--- config.mk ---
export PLATFORM = sky130hd
export DESIGN_NAME = indexed_stack_engine
export DESIGN_NICKNAME = d
export VERILOG_FILES = /design/src/hdl/ise_pkg.sv /design/src/hdl/ise_ram.sv /design/src/hdl/ise_ctrl.sv /design/src/hdl/indexed_stack_engine.sv
export VERILOG_INCLUDE_DIRS = /design/src /design/src/hdl
export SDC_FILE = /design/constraint.sdc
export NUM_CORES = 2
export LEC_CHECK = 0
export BUFFER_PORTS_ARGS = -buffer_cell sky130_fd_sc_hd__buf_2
export CORE_ASPECT_RATIO = 1.1
export CORE_UTILIZATION = 30
export DETAILED_ROUTE_END_ITERATION = 12
export GPL_ROUTABILITY_DRIVEN = 0
export SLEW_MARGIN = 10
export SYNTH_ARGS = -nofsm -noshare
export SYNTH_HDL_FRONTEND = slang
export SYNTH_SLANG_ARGS = --single-unit
export TNS_END_PERCENT = 100
--- constraint.sdc ---
create_clock -name clk -period 5.91 [get_ports clk]
set_clock_uncertainty 0.1 [all_clocks]
set_input_delay 0.591 -clock clk [delete_from_list [all_inputs] [get_ports clk]]
set_output_delay 0.591 -clock clk [all_outputs]
set_load 0.05 [all_outputs]
--- src/hdl/indexed_stack_engine_defines.svh ---
// ----------------------------------------------------------------------------
// indexed_stack_engine_defines
// Assertion macros used by the stack engine controller RTL.
// ----------------------------------------------------------------------------
`ifndef INDEXED_STACK_ENGINE_DEFINES_SVH
`define INDEXED_STACK_ENGINE_DEFINES_SVH

// clocked check, masked while reset is high
`define ISE_ASSERT(lbl, prop, msg) \
  lbl: assert property (@(posedge clk) disable iff (rst) prop) else $error(msg);

// clocked check that also holds during reset
`define ISE_ASSERT_ALWAYS(lbl, prop, msg) \
  lbl: assert property (@(posedge clk) prop) else $error(msg);

`endif

--- src/hdl/ise_pkg.sv ---
// ----------------------------------------------------------------------------
// ise_pkg
// Types, codes and sizes shared by the stack engine modules.
// ----------------------------------------------------------------------------
`timescale 1ns / 1ps
`default_nettype none

package ise_pkg;

  localparam int DEPTH    = 64;
  localparam int ADDR_W   = $clog2(DEPTH);
  localparam int CNT_W    = $clog2(DEPTH + 1);
  localparam int DATA_W   = 32;
  localparam int OP_W     = 3;
  localparam int POS_W    = 8;
  localparam int STATUS_W = 3;

  typedef logic [ADDR_W-1:0] addr_t;
  typedef logic [CNT_W-1:0]  cnt_t;
  typedef logic [POS_W-1:0]  pos_t;

  localparam logic [OP_W-1:0] OP_PUSH    = 3'd0;
  localparam logic [OP_W-1:0] OP_POP     = 3'd1;
  localparam logic [OP_W-1:0] OP_DISPLAY = 3'd2;
  localparam logic [OP_W-1:0] OP_PEEK    = 3'd3;
  localparam logic [OP_W-1:0] OP_CHANGE  = 3'd4;

  localparam logic [STATUS_W-1:0] ST_OK        = 3'd0;
  localparam logic [STATUS_W-1:0] ST_OVERFLOW  = 3'd1;
  localparam logic [STATUS_W-1:0] ST_UNDERFLOW = 3'd2;
  localparam logic [STATUS_W-1:0] ST_EMPTY     = 3'd3;
  localparam logic [STATUS_W-1:0] ST_BADPOS    = 3'd4;

  typedef struct packed {
    logic [OP_W-1:0]          opcode;
    logic signed [DATA_W-1:0] value;
    logic [POS_W-1:0]         position;
  } in_word_t;

  typedef struct packed {
    logic [STATUS_W-1:0]      status;
    logic signed [DATA_W-1:0] data;
    logic                     last;
  } out_word_t;

  // result handed from the controller to the output register
  typedef struct packed {
    logic      valid;
    out_word_t word;
  } emit_t;

  // one cycle of RAM traffic
  typedef struct packed {
    logic              we;
    addr_t             waddr;
    logic [DATA_W-1:0] wdata;
    logic              re;
    addr_t             raddr;
  } ram_cmd_t;

endpackage

`default_nettype wire

--- src/hdl/ise_ram.sv ---
// ----------------------------------------------------------------------------
// ise_ram
// Generic simple dual-port RAM, one write and one registered read port.
// ----------------------------------------------------------------------------
`timescale 1ns / 1ps
`default_nettype none

module ise_ram #(
  parameter int WIDTH = 32,
  parameter int DEPTH = 64
) (
  input  wire logic                     clk,
  input  wire logic                     we,
  input  wire logic [$clog2(DEPTH)-1:0] waddr,
  input  wire logic [WIDTH-1:0]         wdata,
  input  wire logic                     re,
  input  wire logic [$clog2(DEPTH)-1:0] raddr,
  output logic      [WIDTH-1:0]         rdata
);

  logic [WIDTH-1:0] mem [DEPTH];

  always_ff @(posedge clk) begin
    if (we) begin
      mem[waddr] <= wdata;
    end
  end

  // read data holds while re is low
  always_ff @(posedge clk) begin
    if (re) begin
      rdata <= mem[raddr];
    end
  end

endmodule

`default_nettype wire

--- src/hdl/ise_ctrl.sv ---
// ----------------------------------------------------------------------------
// ise_ctrl
// Sequencer: decodes a word, keeps the count, drives the RAM, emits results.
// ----------------------------------------------------------------------------
`timescale 1ns / 1ps
`default_nettype none
`include "indexed_stack_engine_defines.svh"

module ise_ctrl (
  input  wire logic                       clk,
  input  wire logic                       rst,
  input  wire logic                       req_valid,
  input  wire ise_pkg::in_word_t          req,
  output logic                            req_stall,
  input  wire logic                       out_free,
  output ise_pkg::emit_t                  emit,
  output ise_pkg::ram_cmd_t               cmd,
  input  wire logic [ise_pkg::DATA_W-1:0] rdata
);

  typedef enum logic [3:0] {
    S_IDLE = 4'b0001,
    S_READ = 4'b0010,
    S_EMIT = 4'b0100,
    S_DISP = 4'b1000
  } state_t;

  state_t             state, state_next;
  ise_pkg::cnt_t      count, count_next;
  ise_pkg::addr_t     idx, idx_next;
  ise_pkg::out_word_t res, res_next;

  logic           full;
  logic           empty;
  logic           pos_ok;
  ise_pkg::addr_t cnt_a;
  ise_pkg::addr_t top_a;
  ise_pkg::addr_t pos_a;

  assign req_stall = (state != S_IDLE);

  assign full   = (count == ise_pkg::cnt_t'(ise_pkg::DEPTH));
  assign empty  = (count == '0);
  assign pos_ok = (req.position != '0) && (req.position <= ise_pkg::pos_t'(count));
  assign cnt_a  = ise_pkg::addr_t'(count);
  assign top_a  = ise_pkg::addr_t'(count - ise_pkg::cnt_t'(1));
  assign pos_a  = ise_pkg::addr_t'(ise_pkg::pos_t'(count) - req.position);

  always_comb begin
    state_next = state;
    count_next = count;
    idx_next   = idx;
    res_next   = res;
    cmd        = '0;
    emit       = '0;
    case (state)
      S_IDLE: begin
        if (req_valid) begin
          case (req.opcode)
            ise_pkg::OP_PUSH: begin
              state_next = S_EMIT;
              if (full) begin
                res_next = '{ise_pkg::ST_OVERFLOW, '0, 1'b1};
              end else begin
                cmd.we     = 1'b1;
                cmd.waddr  = cnt_a;
                cmd.wdata  = req.value;
                count_next = count + ise_pkg::cnt_t'(1);
                res_next   = '{ise_pkg::ST_OK, '0, 1'b1};
              end
            end
            ise_pkg::OP_POP: begin
              if (empty) begin
                res_next   = '{ise_pkg::ST_UNDERFLOW, '0, 1'b1};
                state_next = S_EMIT;
              end else begin
                cmd.re     = 1'b1;
                cmd.raddr  = top_a;
                count_next = count - ise_pkg::cnt_t'(1);
                state_next = S_READ;
              end
            end
            ise_pkg::OP_DISPLAY: begin
              if (empty) begin
                res_next   = '{ise_pkg::ST_EMPTY, '0, 1'b1};
                state_next = S_EMIT;
              end else begin
                cmd.re     = 1'b1;
                cmd.raddr  = top_a;
                idx_next   = top_a;
                state_next = S_DISP;
              end
            end
            ise_pkg::OP_PEEK: begin
              if (!pos_ok) begin
                res_next   = '{ise_pkg::ST_BADPOS, '0, 1'b1};
                state_next = S_EMIT;
              end else begin
                cmd.re     = 1'b1;
                cmd.raddr  = pos_a;
                state_next = S_READ;
              end
            end
            ise_pkg::OP_CHANGE: begin
              state_next = S_EMIT;
              if (!pos_ok) begin
                res_next = '{ise_pkg::ST_BADPOS, '0, 1'b1};
              end else begin
                cmd.we    = 1'b1;
                cmd.waddr = pos_a;
                cmd.wdata = req.value;
                res_next  = '{ise_pkg::ST_OK, '0, 1'b1};
              end
            end
            default: begin
              // unused opcode: drop the word
            end
          endcase
        end
      end
      S_READ: begin
        if (out_free) begin
          emit       = '{1'b1, '{ise_pkg::ST_OK, $signed(rdata), 1'b1}};
          state_next = S_IDLE;
        end
      end
      S_EMIT: begin
        if (out_free) begin
          emit       = '{1'b1, res};
          state_next = S_IDLE;
        end
      end
      S_DISP: begin
        // hold the read data until the output register frees up
        if (out_free) begin
          emit = '{1'b1, '{ise_pkg::ST_OK, $signed(rdata), (idx == '0)}};
          if (idx == '0) begin
            state_next = S_IDLE;
          end else begin
            cmd.re    = 1'b1;
            cmd.raddr = idx - ise_pkg::addr_t'(1);
            idx_next  = idx - ise_pkg::addr_t'(1);
          end
        end
      end
      default: begin
        state_next = S_IDLE;
      end
    endcase
  end

  always_ff @(posedge clk) begin
    if (rst) begin
      state <= S_IDLE;
      count <= '0;
    end else begin
      state <= state_next;
      count <= count_next;
    end
  end

  always_ff @(posedge clk) begin
    idx <= idx_next;
    res <= res_next;
  end

  `ISE_ASSERT(a_count_bound, (count <= ise_pkg::cnt_t'(ise_pkg::DEPTH)), "count above depth")
  `ISE_ASSERT(a_emit_free, (emit.valid |-> out_free), "result emitted into a busy output")
  `ISE_ASSERT(a_no_rw_clash, (!(cmd.we && cmd.re)), "RAM read and write in one cycle")
  `ISE_ASSERT(a_last_idle, (emit.valid && emit.word.last |=> state == S_IDLE), "last word not closing the item")
  `ISE_ASSERT(a_ram_idle, (state == S_IDLE && !req_valid |-> !cmd.we && !cmd.re), "RAM access without a word")

endmodule

`default_nettype wire

--- src/hdl/indexed_stack_engine.sv ---
// ----------------------------------------------------------------------------
// indexed_stack_engine
// LIFO stack of signed words with push, pop, peek, change and display.
// ----------------------------------------------------------------------------
// Push, pop, peek, change and every error case: one result per word, via
// S_EMIT or S_READ into the output register. Pop and peek read the RAM at
// accept. Display: one RAM read and one result per cycle while the output
// is free. The single output register lets a finished result wait while
// the next word is accepted. Reset clears the count and the sequencer, not RAM.
`timescale 1ns / 1ps
`default_nettype none

module indexed_stack_engine (
  input  wire logic               clk,
  input  wire logic               rst,
  input  wire logic               req_valid,
  output logic                    req_stall,
  input  wire ise_pkg::in_word_t  req,
  output logic                    rsp_valid,
  input  wire logic               rsp_stall,
  output ise_pkg::out_word_t      rsp
);

  ise_pkg::emit_t                emit;
  ise_pkg::ram_cmd_t             cmd;
  logic [ise_pkg::DATA_W-1:0]    rdata;
  logic                          out_free;

  assign out_free = !rsp_valid || !rsp_stall;

  ise_ram #(
    .WIDTH (ise_pkg::DATA_W),
    .DEPTH (ise_pkg::DEPTH)
  ) u_ram (
    .clk   (clk),
    .we    (cmd.we),
    .waddr (cmd.waddr),
    .wdata (cmd.wdata),
    .re    (cmd.re),
    .raddr (cmd.raddr),
    .rdata (rdata)
  );

  ise_ctrl u_ctrl (
    .clk       (clk),
    .rst       (rst),
    .req_valid (req_valid),
    .req       (req),
    .req_stall (req_stall),
    .out_free  (out_free),
    .emit      (emit),
    .cmd       (cmd),
    .rdata     (rdata)
  );

  // output register: load when empty or being drained
  always_ff @(posedge clk) begin
    if (rst) begin
      rsp_valid <= 1'b0;
    end else if (out_free) begin
      rsp_valid <= emit.valid;
    end
  end

  always_ff @(posedge clk) begin
    if (out_free && emit.valid) begin
      rsp <= emit.word;
    end
  end

endmodule

`default_nettype wire
==> results.md <==
* Status: complete, but fails checks
* Violated checks: design-rule violations
* Layout cells sized above 1 at 12.82%
* Final Hold Viols at 0
* CP endpoint kind: register
* GRT Residual Overflow at 0
* Clk_lat worst skew at 0.85 ns
* First-pass iteration count of the detailed router at 9
* Final net count at 6166
* Synth Instances at 5971
* Largest net degree at the start of global routing at 143
* Setup_tns at 0 ns
* Xor/xnor share of the synthesized area at 0.2053%
* Clk buf depth at 3
* Hold_buf cts at 1
* Worst-path maximum fanout at 10
* Fin crit share at 97.47%
* Multi-input gate area at 19750 um2
* Crit path DAT at 6.22 ns
* Max-cap viol count at 0
* Distinct cells, synth at 76
* Sequential area share after synthesis at 75.06%
* VDD IR-drop max at 230.2 uV
* Seq pwr share at 53.8%
* Post-synthesis register bit count at 2137
* Post-Synth Adder-Cell Area at 0.2434%
* Critical Path Start Type: register
* Length in cells of the worst reg-to-reg path at 12
* Initial Util at 30.13%
* FF/Latch Area at 64050 um2
* Comb pwr share at 3.1%
* RSZ-0062 raised after global routing: false
* Initial antenna violation count at 22
* Final HPWL DP at 150800 um
* Count of boundary I/O pins at 85
* GRT Overall Usage at 18.27%
* Total core area at 283200 um2
* Syn Area/Cell at 14.29 um2
* CTS tree: built
* Post-synth EDFFs at 2125
* Commonest non-fill, non-tap cell in the layout: edfxtp_1
* Hold Path Stages at 3
* Worst hold path class: input pin to register
* Max-slew headroom at 21.79%
* Most used DFF post-synth: edfxtp_1
* Mapped Nets at 6034
* Area delta synth->final at 16.18%
* Cell area after synthesis at 85330 um2
* Hold_ws at 0.05884 ns
* Setup Fix Bufs, Post-CTS at 0
* Mux cell area share after synthesis at 0.1173%
* Fmax at 173.6 MHz
* Sink Count at 2137
* Post-synth ARST share at 0%
* Psw at 6505 uW
* Die footprint at 286600 um2
* Final Critical Period at 5.761 ns
* Setup violators final at 0
* Clk root buf: clkbuf_16
* Die height at 561.4 um
* Fillcell total at 26.87k
* First-pass GRT wire length at 381400 um
* Antenna viol nets, final at 0
* Drt drc at 4
* Vias in the first global route at 52.50k
* Pwr dens at 310.6 nW/um2
* Net Sw Frac at 21.13%
* Compound-gate portion of the synthesized area at 12.54%
* Clk pwr share at 43.2%
* Max-slew violations at 0
* Final Cell Area at 99140 um2
* Internal Dissipation at 24280 uW
* Ys Warns at 0
* DR vias at 55.33k
* Row count at 205
* Clock transition at path regs at 0.06 ns
* Via density at 5.525
* Largest family of logic cells by synthesized area: compound AO/OA/AOI/OAI gates
* Number of port buffers at 84
* Least-Margin Pin Slew at 1.162 ns
* Per-cell routed wire length at 26.95 um
* Most frequent cells in the layout: edfxtp_1 (2125), nand2_1 (1068), a21oi_1 (457), a211oi_1 (269), nand3_1 (253)
* DRT iter0 DRCs at 7322
* Pwr Total at 30790 uW
* Synth Area in Simple Gates at 9.200%
* Number of buffers created by CTS at 213
* Worst Setup Path Type: register to register
* DP Area at 92310 um2
* Htree depth at 4
* WP data required at 6.37 ns
* Leakage at 0.03204 uW
* Post-cts resize count at 0
* Die W at 510.5 um
* Final wirelength at 269900 um
Yosys cell counts (10+ instances only):
library cell	number	area share (%)
a21o_1	21	0.18
a32oi_1	245	2.5
a211oi_1	269	2.4
mux2i_1	10	0.12
a41oi_1	20	0.21
o41ai_1	11	0.11
a31oi_1	111	0.81
o2111ai_1	13	0.13
buf_4	34	0.30
a22oi_1	94	0.83
o21ai_0	85	0.50
buf_2	150	0.88
nor4_1	16	0.12
xnor2_1	15	0.15
nand3_1	253	1.5
a211o_1	123	1.3
nand2_1	1071	4.7
or4_1	22	0.19
buf_1	45	0.20
clkbuf_1	218	0.96
a21boi_1	12	0.11
ha_1	15	0.22
and2_1	71	0.52
buf_6	15	0.20
inv_1	19	0.084
a21oi_1	457	2.7
and3_1	178	1.3
edfxtp_1	2125	75
nor2_1	103	0.45
a21boi_0	34	0.30
dfxtp_1	12	0.28
stage by stage:
stage | setup WS (ns) | util, % | std cells
5_1_grt | 0.04780 | 35.00 | 10008
3_3_place_gp | -0.3184 | 32.58 | 9610
2_1_floorplan | 1.122 | - | 5971
6_report | 0.1495 | 35.01 | 10014
4_1_cts | 0.4745 | 35.00 | 10007
3_5_place_dp | 0.2724 | 32.60 | 9613
critical path, stage by stage, from the launching register on:
cell and delay [ns]:
dfxtp_1 0.39, inv_1 0.14, ha_1 0.35, a21o_1 0.17, a211oi_1 0.32, o21ai_1 0.39
nor2_1 0.88, nand2_1 0.26, o21ai_4 0.83, buf_4 0.37, a211oi_1 0.10, nor4_1 0.98
o2111ai_1 0.16
kinds of logic (layout without fill, tap and decap cells):
family	after synthesis	count (layout)
compound gates	1543	1543
simple gates	1761	1761
xor+xnor	20	20
flops	2137	2137
buf+inv	484	794
fa+ha+maj	16	16
other cells	0	7
mux	10	10
final timing paths:
| check | startpoint | to | slack (ns) |
|---|---|---|---|
| worst min-delay path | rsp_stall | rsp_valid | 0.06 |
| worst max-delay path | u_ctrl.count[5] | u_ram.rdata[16] | 0.15 |
| worst max register to register | u_ctrl.count[5] | u_ram.rdata[16] | 0.15 |
| worst min register to register | u_ctrl.count[5] | u_ctrl.count[5] | 0.42 |
layout make-up:
class	count	area share, %
clock inverter	132	1.238
timing repair buffer	381	3.809
multi-input combinational	3350	19.92
tap	3726	4.703
sequential	2137	64.61
clock buffer	261	5.623
antenna	7	0.01767
inverter	20	0.07573
routing by layer:
layer | wire (um) | up-vias | track usage (%)
met1 | 104600 | 28375 | 23.67
met5 | 79 | - | 0
met3 | 26350 | 477 | 4.039
met2 | 127100 | 2963 | 29.32
met4 | 11650 | 12 | 7.792
li1 | - | 23503 | -
flip-flops by register name, summed over array words and instances, names as in the netlist:
name          cells
u_ram.rdata      32
u_ram.mem      2048
u_ctrl.count      7
rsp              36
rsp_valid         1
u_ctrl.idx        6
u_ctrl.res        3
u_ctrl.state      4
power groups by stage:
stage	Combinational (uW)	Clock, uW	Sequential, uW
5_1_grt	998	14000	16500
6_report	950	13300	16600
2_1_floorplan	519	0	16900
3_3_place_gp	914	0	16900
4_1_cts	933	13400	16500
3_5_place_dp	930	0	16900
Note: power is estimated with default switching activity, not from simulation.
